==> src/design/idts_pkg.sv <==
// ----------------------------------------------------------------------------
// idts_pkg
// Shared types and constants of the idle drift tare scheduler.
// ----------------------------------------------------------------------------
package idts_pkg;

    localparam int IDTS_MAX_SENSORS = 4;
    localparam int TIME_W           = 32;
    localparam int ACTIVE_W         = 3;
    localparam int CFG_ADDR_W       = 2;
    localparam int CFG_DATA_W       = 32;

    // Register indexes on the configuration port
    localparam logic [CFG_ADDR_W-1:0] REG_ACTIVE_SENSORS = 2'd0;
    localparam logic [CFG_ADDR_W-1:0] REG_UPDATE_INTERVAL = 2'd1;
    localparam logic [CFG_ADDR_W-1:0] REG_IDLE_TIME      = 2'd2;
    localparam logic [CFG_ADDR_W-1:0] REG_COOLDOWN       = 2'd3;

    // Reset values of the registers
    localparam logic [ACTIVE_W-1:0] RST_ACTIVE_SENSORS  = 3'd4;
    localparam logic [TIME_W-1:0]   RST_UPDATE_INTERVAL = 32'd100;
    localparam logic [TIME_W-1:0]   RST_IDLE_TIME       = 32'd5000;
    localparam logic [TIME_W-1:0]   RST_COOLDOWN        = 32'd10000;

    // Operation codes carried on s_tuser
    localparam logic FUNC_INIT   = 1'b0;
    localparam logic FUNC_UPDATE = 1'b1;

    typedef struct packed {
        logic [ACTIVE_W-1:0] active_sensors;
        logic [TIME_W-1:0]   update_interval;
        logic [TIME_W-1:0]   idle_time;
        logic [TIME_W-1:0]   cooldown;
    } cfg_t;

    // One tracker entry as held in the state memory
    typedef struct packed {
        logic [TIME_W-1:0] tare_stamp;
        logic              idle_flag;
        logic [TIME_W-1:0] activity_stamp;
        logic [TIME_W-1:0] update_stamp;
    } entry_t;

    typedef enum logic {
        ST_IDLE,
        ST_RUN
    } state_t;

endpackage

==> src/design/idts_ram.sv <==
// ----------------------------------------------------------------------------
// idts_ram
// Generic single-write, single-read RAM with registered read data.
// ----------------------------------------------------------------------------
module idts_ram #(
    parameter int WIDTH = 8,
    parameter int DEPTH = 4,
    parameter int ADDR_W = (DEPTH > 1) ? $clog2(DEPTH) : 1
) (
    input  logic              aclk,
    input  logic              wr_en,
    input  logic [ADDR_W-1:0] wr_addr,
    input  logic [WIDTH-1:0]  wr_data,
    input  logic              rd_en,
    input  logic [ADDR_W-1:0] rd_addr,
    output logic [WIDTH-1:0]  rd_data
);

    logic [WIDTH-1:0] mem [DEPTH];

    always_ff @(posedge aclk) begin
        if (wr_en) begin
            mem[wr_addr] <= wr_data;
        end
        if (rd_en) begin
            rd_data <= mem[rd_addr];
        end
    end

endmodule

==> src/design/idts_walker.sv <==
// ----------------------------------------------------------------------------
// idts_walker
// Walks the tracked sensors of one word: reads each state memory entry,
// updates and writes it back and, for updates, loads the result register.
// ----------------------------------------------------------------------------
module idts_walker import idts_pkg::*; #(
    parameter int MAX_SENSORS = IDTS_MAX_SENSORS,
    parameter int IDX_W = (MAX_SENSORS > 1) ? $clog2(MAX_SENSORS) : 1
) (
    input  logic              aclk,
    input  logic              aresetn,
    input  cfg_t              cfg,
    // input word
    input  logic              s_tvalid,
    output logic              s_tready,
    input  logic              s_func,
    input  logic [TIME_W-1:0] s_now,
    input  logic              s_unloaded,
    // result word
    output logic              m_tvalid,
    input  logic              m_tready,
    output logic [1:0]        m_sensor_index,
    output logic              m_is_idle,
    output logic              m_tare_trigger,
    output logic              m_last,
    // state memory
    output logic              ram_rd_en,
    output logic [IDX_W-1:0]  ram_rd_addr,
    input  entry_t            ram_rd_data,
    output logic              ram_wr_en,
    output logic [IDX_W-1:0]  ram_wr_addr,
    output entry_t            ram_wr_data
);

    localparam int CNT_W = $clog2(MAX_SENSORS + 1);

    state_t state_reg, state_next;

    logic              func_reg;
    logic [TIME_W-1:0] now_reg;
    logic              unloaded_reg;
    logic [CNT_W-1:0]  n_reg, n_next;
    logic [CNT_W-1:0]  issue_cnt_reg, issue_cnt_next;
    logic              proc_valid_reg, proc_valid_next;
    logic [IDX_W-1:0]  proc_idx_reg;
    logic [MAX_SENSORS-1:0] entry_valid_reg;

    logic              m_valid_reg, m_valid_next;
    logic [1:0]        m_index_reg;
    logic              m_idle_reg, m_tare_reg, m_last_reg;

    logic              accept;
    logic              proc_fire;
    logic              proc_last;
    entry_t            cur;
    entry_t            upd;
    logic              tare;
    logic              due, long_quiet, cool_done;
    logic [TIME_W-1:0] since_upd, quiet, since_tare;
    logic [IDX_W+1:0]  idx_ext;

    assign accept = s_tvalid && s_tready;

    // saturate the active count
    always_comb begin
        if (32'(cfg.active_sensors) > 32'(MAX_SENSORS)) begin
            n_next = CNT_W'(MAX_SENSORS);
        end else begin
            n_next = CNT_W'(cfg.active_sensors);
        end
    end

    // never-written entries read as zero
    assign cur = entry_valid_reg[proc_idx_reg] ? ram_rd_data : '0;

    assign proc_last = ((CNT_W'(proc_idx_reg) + CNT_W'(1)) == n_reg);
    assign proc_fire = proc_valid_reg &&
                       ((func_reg == FUNC_INIT) || !m_valid_reg || m_tready);

    // per-sensor tracking update
    always_comb begin
        since_upd  = now_reg - cur.update_stamp;
        quiet      = now_reg - cur.activity_stamp;
        since_tare = now_reg - cur.tare_stamp;
        due        = since_upd >= cfg.update_interval;
        long_quiet = quiet > cfg.idle_time;
        cool_done  = since_tare > cfg.cooldown;
        upd        = cur;
        tare       = 1'b0;
        if (func_reg == FUNC_INIT) begin
            upd.activity_stamp = now_reg;
            upd.update_stamp   = now_reg;
            upd.idle_flag      = 1'b0;
        end else if (due) begin
            upd.update_stamp = now_reg;
            if (unloaded_reg) begin
                upd.idle_flag = cur.idle_flag || long_quiet;
                if (long_quiet && cool_done) begin
                    tare           = 1'b1;
                    upd.tare_stamp = now_reg;
                end
            end else begin
                upd.idle_flag      = 1'b0;
                upd.activity_stamp = now_reg;
            end
        end
    end

    // next state
    always_comb begin
        state_next = state_reg;
        unique case (state_reg)
            ST_IDLE: begin
                if (accept && (n_next != '0)) begin
                    state_next = ST_RUN;
                end
            end
            ST_RUN: begin
                if (proc_fire && proc_last) begin
                    state_next = ST_IDLE;
                end
            end
            default: state_next = ST_IDLE;
        endcase
    end

    // FSM outputs
    always_comb begin
        s_tready  = 1'b0;
        ram_rd_en = 1'b0;
        unique case (state_reg)
            ST_IDLE: s_tready = 1'b1;
            ST_RUN: begin
                ram_rd_en = (issue_cnt_reg < n_reg) && (!proc_valid_reg || proc_fire);
            end
            default: s_tready = 1'b0;
        endcase
    end

    assign ram_rd_addr = issue_cnt_reg[IDX_W-1:0];
    assign ram_wr_en   = proc_fire;
    assign ram_wr_addr = proc_idx_reg;
    assign ram_wr_data = upd;

    always_comb begin
        issue_cnt_next = issue_cnt_reg;
        if (accept) begin
            issue_cnt_next = '0;
        end else if (ram_rd_en) begin
            issue_cnt_next = issue_cnt_reg + CNT_W'(1);
        end
    end

    always_comb begin
        proc_valid_next = proc_valid_reg;
        if (ram_rd_en) begin
            proc_valid_next = 1'b1;
        end else if (proc_fire) begin
            proc_valid_next = 1'b0;
        end
    end

    always_comb begin
        m_valid_next = m_valid_reg;
        if (proc_fire && (func_reg == FUNC_UPDATE)) begin
            m_valid_next = 1'b1;
        end else if (m_tready) begin
            m_valid_next = 1'b0;
        end
    end

    assign idx_ext = {2'b00, proc_idx_reg};

    always_ff @(posedge aclk) begin
        if (!aresetn) begin
            state_reg       <= ST_IDLE;
            issue_cnt_reg   <= '0;
            proc_valid_reg  <= 1'b0;
            entry_valid_reg <= '0;
            m_valid_reg     <= 1'b0;
        end else begin
            state_reg      <= state_next;
            issue_cnt_reg  <= issue_cnt_next;
            proc_valid_reg <= proc_valid_next;
            m_valid_reg    <= m_valid_next;
            if (proc_fire) begin
                entry_valid_reg[proc_idx_reg] <= 1'b1;
            end
        end
    end

    always_ff @(posedge aclk) begin
        if (accept) begin
            func_reg     <= s_func;
            now_reg      <= s_now;
            unloaded_reg <= s_unloaded;
            n_reg        <= n_next;
        end
        if (ram_rd_en) begin
            proc_idx_reg <= ram_rd_addr;
        end
        if (proc_fire && (func_reg == FUNC_UPDATE)) begin
            m_index_reg <= idx_ext[1:0];
            m_idle_reg  <= upd.idle_flag;
            m_tare_reg  <= tare;
            m_last_reg  <= proc_last;
        end
    end

    assign m_tvalid       = m_valid_reg;
    assign m_sensor_index = m_index_reg;
    assign m_is_idle      = m_idle_reg;
    assign m_tare_trigger = m_tare_reg;
    assign m_last         = m_last_reg;

    // work in the pipeline only while a word is being walked
    a_proc_in_run: assert property (@(posedge aclk) disable iff (!aresetn)
        proc_valid_reg |-> (state_reg == ST_RUN))
        else $error("entry in flight outside a walk");

    // never read past the tracked sensors
    a_issue_bound: assert property (@(posedge aclk) disable iff (!aresetn)
        ram_rd_en |-> (issue_cnt_reg < n_reg))
        else $error("read beyond tracked sensors");

    // the read of the next entry never hits the entry being written
    a_no_collide: assert property (@(posedge aclk) disable iff (!aresetn)
        (ram_rd_en && ram_wr_en) |-> (ram_rd_addr != ram_wr_addr))
        else $error("read and write of the same entry");

    // the last sensor closes the walk
    a_last_ends: assert property (@(posedge aclk) disable iff (!aresetn)
        (proc_fire && proc_last) |=> (state_reg == ST_IDLE))
        else $error("walk not closed after last sensor");

endmodule

==> src/design/idle_drift_tare_scheduler_unit.sv <==
// ----------------------------------------------------------------------------
// idle_drift_tare_scheduler_unit
// Load cell auto-zero tracking: idle detection and soft tare scheduling.
// ----------------------------------------------------------------------------
// A word on s_ carries an operation (s_tuser: 0 init, 1 update), a wrapping
// millisecond time stamp and a signed load balance. Init restarts every
// tracked sensor at the given time and gives no result. Update visits the
// tracked sensors 0..N-1 (N = active_sensors, capped at MAX_SENSORS) and
// gives one result word per sensor on m_, tlast on the last one; active
// count zero gives none. Per-sensor stamps and the idle flag live in one
// state memory with registered reads; each visit is a read, an update and a
// write back, and the read of the next sensor overlaps the update of the
// current one, so the walk handles one sensor per cycle while m_tready is
// high. s_tready comes back together with the last result (an init word
// walks the same way without results; with active count zero s_tready
// stays high). A stalled receiver holds the walk for as long as it stalls.
// s_tready is high between walks, and a finished result can wait in the
// output register while the next word is taken. After reset every entry
// reads as zero (per-entry valid bits), with no clearing pass.
// Registers are written on cfg_we and must only change between walks.
// ----------------------------------------------------------------------------
module idle_drift_tare_scheduler_unit import idts_pkg::*; #(
    parameter int MAX_SENSORS = IDTS_MAX_SENSORS
) (
    input  logic                  aclk,
    input  logic                  aresetn,
    // configuration write port
    input  logic                  cfg_we,
    input  logic [CFG_ADDR_W-1:0] cfg_addr,
    input  logic [CFG_DATA_W-1:0] cfg_wdata,
    // input words
    input  logic                  s_tvalid,
    output logic                  s_tready,
    input  logic [63:0]           s_tdata,   // [31:0] now_ms, [63:32] balance
    input  logic                  s_tuser,   // [0] func
    // result words
    output logic                  m_tvalid,
    input  logic                  m_tready,
    output logic [7:0]            m_tdata,   // [1:0] sensor_index, [2] is_idle,
                                             // [3] tare_trigger, [7:4] zero
    output logic                  m_tlast
);

    localparam int IDX_W = (MAX_SENSORS > 1) ? $clog2(MAX_SENSORS) : 1;

    cfg_t cfg_reg;

    logic             ram_rd_en, ram_wr_en;
    logic [IDX_W-1:0] ram_rd_addr, ram_wr_addr;
    entry_t           ram_rd_data, ram_wr_data;

    logic [1:0] m_sensor_index;
    logic       m_is_idle, m_tare_trigger;

    // configuration registers
    always_ff @(posedge aclk) begin
        if (!aresetn) begin
            cfg_reg.active_sensors  <= RST_ACTIVE_SENSORS;
            cfg_reg.update_interval <= RST_UPDATE_INTERVAL;
            cfg_reg.idle_time       <= RST_IDLE_TIME;
            cfg_reg.cooldown        <= RST_COOLDOWN;
        end else if (cfg_we) begin
            unique case (cfg_addr)
                REG_ACTIVE_SENSORS:  cfg_reg.active_sensors  <= cfg_wdata[ACTIVE_W-1:0];
                REG_UPDATE_INTERVAL: cfg_reg.update_interval <= cfg_wdata[TIME_W-1:0];
                REG_IDLE_TIME:       cfg_reg.idle_time       <= cfg_wdata[TIME_W-1:0];
                REG_COOLDOWN:        cfg_reg.cooldown        <= cfg_wdata[TIME_W-1:0];
                default: ;
            endcase
        end
    end

    idts_walker #(
        .MAX_SENSORS (MAX_SENSORS),
        .IDX_W       (IDX_W)
    ) u_walker (
        .aclk           (aclk),
        .aresetn        (aresetn),
        .cfg            (cfg_reg),
        .s_tvalid       (s_tvalid),
        .s_tready       (s_tready),
        .s_func         (s_tuser),
        .s_now          (s_tdata[31:0]),
        .s_unloaded     (s_tdata[63:32] == 32'd0),   // only zero vs nonzero matters
        .m_tvalid       (m_tvalid),
        .m_tready       (m_tready),
        .m_sensor_index (m_sensor_index),
        .m_is_idle      (m_is_idle),
        .m_tare_trigger (m_tare_trigger),
        .m_last         (m_tlast),
        .ram_rd_en      (ram_rd_en),
        .ram_rd_addr    (ram_rd_addr),
        .ram_rd_data    (ram_rd_data),
        .ram_wr_en      (ram_wr_en),
        .ram_wr_addr    (ram_wr_addr),
        .ram_wr_data    (ram_wr_data)
    );

    // tracker state: one entry per sensor
    idts_ram #(
        .WIDTH  ($bits(entry_t)),
        .DEPTH  (MAX_SENSORS),
        .ADDR_W (IDX_W)
    ) u_state_ram (
        .aclk    (aclk),
        .wr_en   (ram_wr_en),
        .wr_addr (ram_wr_addr),
        .wr_data (ram_wr_data),
        .rd_en   (ram_rd_en),
        .rd_addr (ram_rd_addr),
        .rd_data (ram_rd_data)
    );

    assign m_tdata = {4'b0000, m_tare_trigger, m_is_idle, m_sensor_index};

endmodule
==> config.mk <==
export PLATFORM = sky130hd
export DESIGN_NAME = idle_drift_tare_scheduler_unit
export DESIGN_NICKNAME = d
export VERILOG_FILES = /design/src/design/idts_pkg.sv /design/src/design/idts_ram.sv /design/src/design/idts_walker.sv /design/src/design/idle_drift_tare_scheduler_unit.sv
export SDC_FILE = /design/constraint.sdc
export NUM_CORES = 1
export LEC_CHECK = 0
export BUFFER_PORTS_ARGS = -buffer_cell sky130_fd_sc_hd__buf_2
export CAP_MARGIN = 20
export CORE_UTILIZATION = 50
export CTS_BUF_LIST = sky130_fd_sc_hd__clkbuf_16
export DETAILED_ROUTE_END_ITERATION = 16
export HOLD_SLACK_MARGIN = 0.02
export PLACE_DENSITY = 0.72
export SETUP_SLACK_MARGIN = 0.3
export SKIP_LAST_GASP = 1
export SLEW_MARGIN = 0
export SYNTH_ARGS = -nofsm -noshare
export SYNTH_HDL_FRONTEND = slang
export SYNTH_SLANG_ARGS = --single-unit
==> constraint.sdc <==
create_clock -name aclk -period 7.5 [get_ports aclk]
set_input_delay 0.375 -clock aclk [delete_from_list [all_inputs] [get_ports aclk]]
set_output_delay 0.375 -clock aclk [all_outputs]
set_load 0.1 [all_outputs]
==> flow_metrics.py, run 1 <==
metrics = {
    "global_routing": {
        "met2_usage_pct": 40.0,
        "grt_pass1_wl_um": 117000,
        "met1_usage_pct": 34.3,
        "use_met3_pct": 3.45,
        "grt_overflow": 0,
        "grt_pass1_vias": 20327,
        "busiest_layer": "met2",
        "grt_use_total_pct": 24.6,
        "grt_max_degree": 108,
        "grt_antenna_before_repair": 1,
    },
    "hold_path": {
        "hold_start": "cfg_wdata[10]",
        "worstHoldPathType": "in -> reg",
        "whs_path_depth": 3,
        "hold-path-endpoint": "cfg_reg[74]$_SDFFE_PN0P_",
    },
    "sta": {
        "tns_ns": 0,
        "slew_violations": 0,
        "worstMarginPinSlew_ns": 1.11,
        "relSlewSlack_pct": 25.7,
        "finalSetupViolCount": 0,
        "rsz0062_at_grt": "no",
        "max_freq_mhz": 146,
        "period_needed_ns": 6.85,
        "finClkSkew_ns": 0.0343,
        "hold_viol_final": 0,
        "min_period_over_period_pct": 91.3,
    },
    "cells_and_area": {
        "antennaDiodeCount": 0,
        "multi_input_area_um2": 12100,
        "drive_above_1_share_pct": 15.0,
        "fin_cells": 3396,
        "nNetsFinal": 2867,
        "mostFrequentLayoutCells": "edfxtp_1, nand2_1, ha_1",
        "seqCellArea_um2": 18100,
        "largest_reg_flops": 388,
        "fillers": 4755,
        "final_common_cell": "edfxtp_1",
        "final_area_um2": 35100,
        "area_growth_pct": 13.6,
    },
    "setup_path": {
        "worstPathMaxFanout": 10,
        "rr_startpoint": "u_walker.ram_wr_addr[0]$_DFFE_PP_",
        "slowest_stage": "mux4_4",
        "critical_path_class": "reg -> reg",
        "r2r_setup_slack_ns": 0.65,
        "crit_path_max_incr_delay_ns": 0.77,
        "worstPathCellList": "mux4_4 > buf_4 > nand2_1 > ha_1 > a2111oi_0 > o21ai_1 > a31oi_1 > buf_4 > a211oi_2 > o211ai_1 > a21boi_1 > a221oi_2 > xnor2_1 > ha_1 > nand4_1 > nor2_1 > nand3_1 > a2111oi_0 > a21oi_2 > nor4_4 > buf_4 > buf_4 > mux2i_1",
        "end_kind": "register",
        "startpoint_type": "register",
        "r2r_end": "u_state_ram.mem[1][94]$_DFFE_PP_",
        "required_ns": 7.89,
        "worst_ep_arrival_time_ns": 7.23,
        "rr_worst_depth": 23,
        "crit_top_cell": "buf_4",
    },
    "synthesis": {
        "synth_enable_flop_cells": 529,
        "synthesis.area_um2": 30900,
        "ys_warn_count": 0,
        "syn_avg_cell_area_um2": 12.9,
        "synth_cells": 2400,
        "seq_area_frac_synth_pct": 58.4,
        "synth_seq_cells": 638,
        "synth_flop_cell": "edfxtp_1",
        "synth-async-reset-ratio_pct": 0,
        "ys_types": 76,
    },
    "routing": {
        "drcViolationCount": 0,
        "post_drt_via_cell_ratio": 5.94,
        "firstDrtPassIters": 6,
        "wl_um": 77000,
        "vias": 20157,
        "ant_nets": 0,
        "routedWlPerCell_um": 22.7,
        "dr.first_iter.drc_count": 1875,
    },
    "power_and_ir_drop": {
        "ir_drop_mv": 0.196,
        "leakage_nw": 12.4,
        "combPwrFrac_pct": 12.8,
        "swShare_pct": 24.7,
        "p_per_area_nw_per_um2": 245,
        "p_int_mw": 6.47,
        "seqPwrFrac_pct": 47.4,
        "power.share.clock_pct": 39.8,
        "switchingPower_mw": 2.13,
    },
    "placement": {
        "dp_hpwl_um": 50100,
        "gp_congestion": 0.904,
        "place_inst": 3234,
        "dpl_cell_area_um2": 32400,
        "numPortBuffers": 110,
    },
    "cts": {
        "clk_latency_ns": 0.61,
        "tritoncts": "done",
        "cts_root_buf": "clkbuf_16",
        "clock_sinks": 638,
        "htreeDepth": 3,
        "clock_path_buffers": 3,
        "cts_made_buffers": 69,
        "path_clk_slew_ns": 0.07,
    },
    "run": {
        "drv_cap": 0,
    },
    "status": {
        "status": "finished, final reports clean",
    },
    "floorplan": {
        "io_pins": 115,
        "core_area_um2": 60700,
        "dieArea_um2": 62800,
        "die_w_um": 251,
        "fp.dieH_um": 251,
        "start_util_pct": 50.9,
        "floorplan.rows": 90,
    },
}
-- critical path, delay by kind of cell, from the launching register on --
kind / cells / cell delay [ns]
AOI/OAI and AO/OA: 9 / 2.71
muxes: 2 / 1.14
buffers and inverters: 4 / 0.89
and+or+nand+nor: 5 / 0.77
adders and majority gates: 2 / 0.62
DFF: 1 / 0.37
xor gates and xnor gates: 1 / 0.11
-- cells in the mapped netlist (all sizes together), types with 15 or more instances --
cell,instances,area share (%)
nor2,53,0.64
inv,149,1.8
and2,15,0.30
nand4,23,0.47
mux2i,35,1.1
a21oi,98,1.6
mux4,98,7.1
a21o,84,2.0
edfxtp,529,51
buf,22,0.38
a21boi,89,2.2
xnor2,67,1.9
o21ai,106,1.7
clkbuf,67,0.81
ha,198,8.0
nand3,22,0.37
xor2,25,0.71
o211ai,22,0.53
nor2b,17,0.34
o21a,17,0.41
dfxtp,109,7.1
nand2,384,4.7
-- through the flow --
step	total power [mW]	hold WS, ns	setup slack, ns	util (%)
5_1_grt	8.90	0.0666	0.287	57.9
4_1_cts	8.62	0.0431	0.381	57.7
6_report	8.60	0.0748	0.654	57.9
3_3_place_gp	5.17	0.442	0.620	53.4
2_1_floorplan	4.87	0.435	1.43	-
3_5_place_dp	5.21	0.454	0.325	53.4
-- area by class of cell --
class                           instances  share of cell area [%]
Clock buffer                           71                    5.06
Sequential cell                       638                    51.5
Tap cell                              782                    2.79
Timing Repair Buffer                  176                    3.40
Inverter                              149                    1.60
Clock inverter                         52                    1.40
Multi-Input combinational cell       1528                    34.3
-- metal layers --
metal | share of wire [%] | up-vias
li1 | - | 9261
met1 | 44 | 10020
met2 | 47 | 740
met3 | 6.3 | 134
met4 | 2.7 | 2
met5 | 0.016 | -
-- power groups by stage --
stage / Sequential, mW / Clock [mW] / Combinational (mW)
6_report: 4.07 / 3.42 / 1.10
3_5_place_dp: 4.15 / 0 / 1.06
2_1_floorplan: 4.11 / 0 / 0.760
3_3_place_gp: 4.14 / 0 / 1.02
5_1_grt: 4.08 / 3.61 / 1.22
4_1_cts: 4.08 / 3.46 / 1.08
-- worst max-delay path by stage --
| stage | start | end | depth (start not counted) |
|---|---|---|---|
| floorplan | u_walker.ram_wr_addr[0]$_DFFE_PP_ | u_state_ram.mem[0][67]$_DFFE_PP_ | 23 |
| global placement | u_walker.ram_wr_addr[0]$_DFFE_PP_ | u_state_ram.mem[2][21]$_DFFE_PP_ | 22 |
| detailed placement | u_walker.ram_wr_addr[0]$_DFFE_PP_ | u_state_ram.mem[2][90]$_DFFE_PP_ | 24 |
| CTS | u_walker.ram_wr_addr[0]$_DFFE_PP_ | u_state_ram.mem[3][21]$_DFFE_PP_ | 22 |
| global route | u_walker.ram_wr_addr[0]$_DFFE_PP_ | u_state_ram.mem[2][94]$_DFFE_PP_ | 24 |
| finish | u_walker.ram_wr_addr[0]$_DFFE_PP_ | u_state_ram.mem[1][94]$_DFFE_PP_ | 23 |
-- kinds of logic after synthesis --
family,count (synthesis),share of synthesized area (%)
buf+inv,238,3.00
other cells,1,0.0121
flops,638,58.4
mux,136,8.38
xor+xnor,92,2.61
simple gates,595,8.53
fa+ha+maj,201,8.21
compound gates,499,10.8
-- repair_timing --
action | in CTS | in global routing
pin swaps | 1 | 3
gates cloned | 0 | 1
endpoints found under the setup margin | 122 | 379
gates resized for setup | 1 | 10
buffers inserted | 0 | 4
hold buffers | 33 | 0
hold endpoints to repair | 33 | 0
Note: power is estimated with default switching activity, not from simulation.
==> inputs of run 2 (changes only) <==
--- a/config.mk
+++ b/config.mk
@@ -7,11 +7,13 @@
 export LEC_CHECK = 0
 export BUFFER_PORTS_ARGS = -buffer_cell sky130_fd_sc_hd__buf_2
 export CAP_MARGIN = 20
-export CORE_UTILIZATION = 50
+export CELL_PAD_IN_SITES_DETAIL_PLACEMENT = 0
+export CELL_PAD_IN_SITES_GLOBAL_PLACEMENT = 2
+export CORE_UTILIZATION = 44
 export CTS_BUF_LIST = sky130_fd_sc_hd__clkbuf_16
 export DETAILED_ROUTE_END_ITERATION = 16
 export HOLD_SLACK_MARGIN = 0.02
-export PLACE_DENSITY = 0.72
+export PLACE_DENSITY = 0.85
 export SETUP_SLACK_MARGIN = 0.3
 export SKIP_LAST_GASP = 1
 export SLEW_MARGIN = 0
==> flow_metrics.py, run 2 (synthesis results as in run 1) <==
metrics = {
    "run": {
        "drv_cap": 0,
    },
    "cts": {
        "path_clk_slew_ns": 0.06,
        "clock_sinks": 638,
        "clk_latency_ns": 0.60,
        "clock_path_buffers": 3,
        "tritoncts": "done",
        "cts_made_buffers": 72,
        "htreeDepth": 3,
        "cts_root_buf": "clkbuf_16",
    },
    "routing": {
        "wl_um": 78100,
        "vias": 19673,
        "post_drt_via_cell_ratio": 5.54,
        "firstDrtPassIters": 5,
        "dr.first_iter.drc_count": 1682,
        "drcViolationCount": 0,
        "routedWlPerCell_um": 22.0,
        "ant_nets": 0,
    },
    "status": {
        "status": "finished, final reports clean",
    },
    "global_routing": {
        "grt_pass1_vias": 19578,
        "grt_use_total_pct": 22.1,
        "grt_max_degree": 108,
        "grt_pass1_wl_um": 117000,
        "grt_antenna_before_repair": 0,
        "grt_overflow": 0,
    },
    "placement": {
        "numPortBuffers": 110,
        "dp_hpwl_um": 50700,
        "place_ws_ns": 0.304,
        "gp_congestion": 0.851,
        "dpl_cell_area_um2": 32600,
    },
    "setup_path": {
        "required_ns": 7.81,
        "slowest_stage": "mux4_4",
        "rr_startpoint": "u_walker.ram_wr_addr[0]$_DFFE_PP_",
        "crit_path_max_incr_delay_ns": 0.82,
        "worstPathMaxFanout": 22,
        "r2r_end": "u_state_ram.mem[3][39]$_DFFE_PP_",
        "startpoint_type": "register",
        "end_kind": "register",
        "worst_ep_arrival_time_ns": 7.13,
        "critical_path_class": "reg -> reg",
        "rr_worst_depth": 23,
        "worstPathCellList": "mux4_4 > buf_4 > nand2_1 > ha_1 > a21o_1 > a21o_1 > a211o_1 > a41o_1 > a21oi_4 > a21oi_2 > a31oi_4 > mux2i_1 > a2111oi_2 > ha_1 > a21o_1 > a21o_1 > a21oi_1 > o221ai_1 > a21oi_1 > buf_4 > o21ai_4 > buf_12 > o21ai_0",
        "r2r_setup_slack_ns": 0.68,
        "crit_top_cell": "a21o_1",
    },
    "power_and_ir_drop": {
        "p_per_area_nw_per_um2": 243,
        "ir_drop_mv": 0.236,
        "leakage_nw": 12.5,
    },
    "sta": {
        "period_needed_ns": 6.82,
        "min_period_over_period_pct": 91.0,
        "worstMarginPinSlew_ns": 1.13,
        "relSlewSlack_pct": 24.5,
        "finalSetupViolCount": 0,
        "hold_viol_final": 0,
        "finClkSkew_ns": 0.0299,
        "slew_violations": 0,
        "tns_ns": 0,
        "max_freq_mhz": 147,
        "rsz0062_at_grt": "no",
        "fin_ws_ns": 0.675,
    },
    "cells_and_area": {
        "area_growth_pct": 14.4,
        "antennaDiodeCount": 0,
        "final_area_um2": 35400,
        "drive_above_1_share_pct": 15.1,
        "mostFrequentLayoutCells": "edfxtp_1, nand2_1, ha_1",
        "fillers": 5948,
        "largest_reg_flops": 388,
        "nNetsFinal": 2872,
        "final_common_cell": "edfxtp_1",
    },
    "floorplan": {
        "floorplan.rows": 96,
        "dieArea_um2": 71300,
        "die_w_um": 267,
        "fp.dieH_um": 267,
        "io_pins": 115,
        "core_area_um2": 69100,
        "start_util_pct": 44.8,
    },
    "hold_path": {
        "worstHoldPathType": "in -> reg",
        "hold_start": "cfg_wdata[5]",
        "whs_path_depth": 3,
        "hold-path-endpoint": "cfg_reg[5]$_SDFFE_PN0P_",
    },
}
run 2: how the worst max path moves through the flow:
stage                                                  from                                to  slack, ns  cells past startpoint
after global placement    u_walker.ram_wr_addr[0]$_DFFE_PP_  u_state_ram.mem[0][90]$_DFFE_PP_       0.60                     22
after floorplan           u_walker.ram_wr_addr[0]$_DFFE_PP_  u_state_ram.mem[0][67]$_DFFE_PP_       1.43                     23
after CTS                 u_walker.ram_wr_addr[0]$_DFFE_PP_  u_state_ram.mem[1][90]$_DFFE_PP_       0.34                     24
after global routing      u_walker.ram_wr_addr[0]$_DFFE_PP_  u_state_ram.mem[1][65]$_DFFE_PP_       0.33                     25
final                     u_walker.ram_wr_addr[0]$_DFFE_PP_  u_state_ram.mem[3][39]$_DFFE_PP_       0.68                     23
after detailed placement  u_walker.ram_wr_addr[0]$_DFFE_PP_  u_state_ram.mem[2][90]$_DFFE_PP_       0.30                     22
run 2: worst max-delay path, delay by kind of cell, from the launching register on:
family	cells	cell delay, ns
AOI/OAI and AO/OA	15	3.64
adders and majority gates	2	0.60
buffers and inverters	3	0.69
DFF	1	0.47
muxes	2	0.96
and+or+nand+nor	1	0.13
run 2: layout make-up:
type / instances / area [um^2] / area share (%)
Sequential cell: 638 / 18100 / 51.1
Tap cell: 931 / 1160 / 3.29
Clock inverter: 53 / 382 / 1.08
Multi-Input combinational cell: 1528 / 12100 / 34.1
Inverter: 149 / 562 / 1.59
Timing Repair Buffer: 178 / 1200 / 3.39
Clock buffer: 77 / 1930 / 5.45
run 2: routing by layer:
layer	part of all wire, %	global-route usage [%]	up-vias
met4	2.4	6.91	0
li1	-	-	9275
met5	0	0	-
met1	46	30.7	9728
met3	5.6	3.83	118
met2	46	35.1	552
run 2: through the flow:
step                      total power [mW]  instances  util [%]  hold WS, ns
final                                 8.60       3554      51.2       0.0654
after global routing                  8.94       3554      51.2       0.0614
after CTS                             8.67       3546      51.0       0.0395
after detailed placement              5.23       3383      47.2        0.451
after global placement                5.21       3383      47.2        0.443
after floorplan                       4.87       2403         -        0.435
run 2: timing repair:
item	4_1_cts	5_1_grt
setup buffers	0	7
pin swaps	0	3
gates resized for setup	1	11
gates cloned	0	1
endpoints found under the hold margin	33	0
endpoints found under the setup margin	33	390
hold buffers	33	0
run 2: report_power, final:
part	switching, mW	leakage (nW)	internal [mW]	total, mW
sequential	0.0742	5.76	4.00	4.07
combinational	0.669	5.52	0.447	1.12
clock	1.42	1.17	2.00	3.42
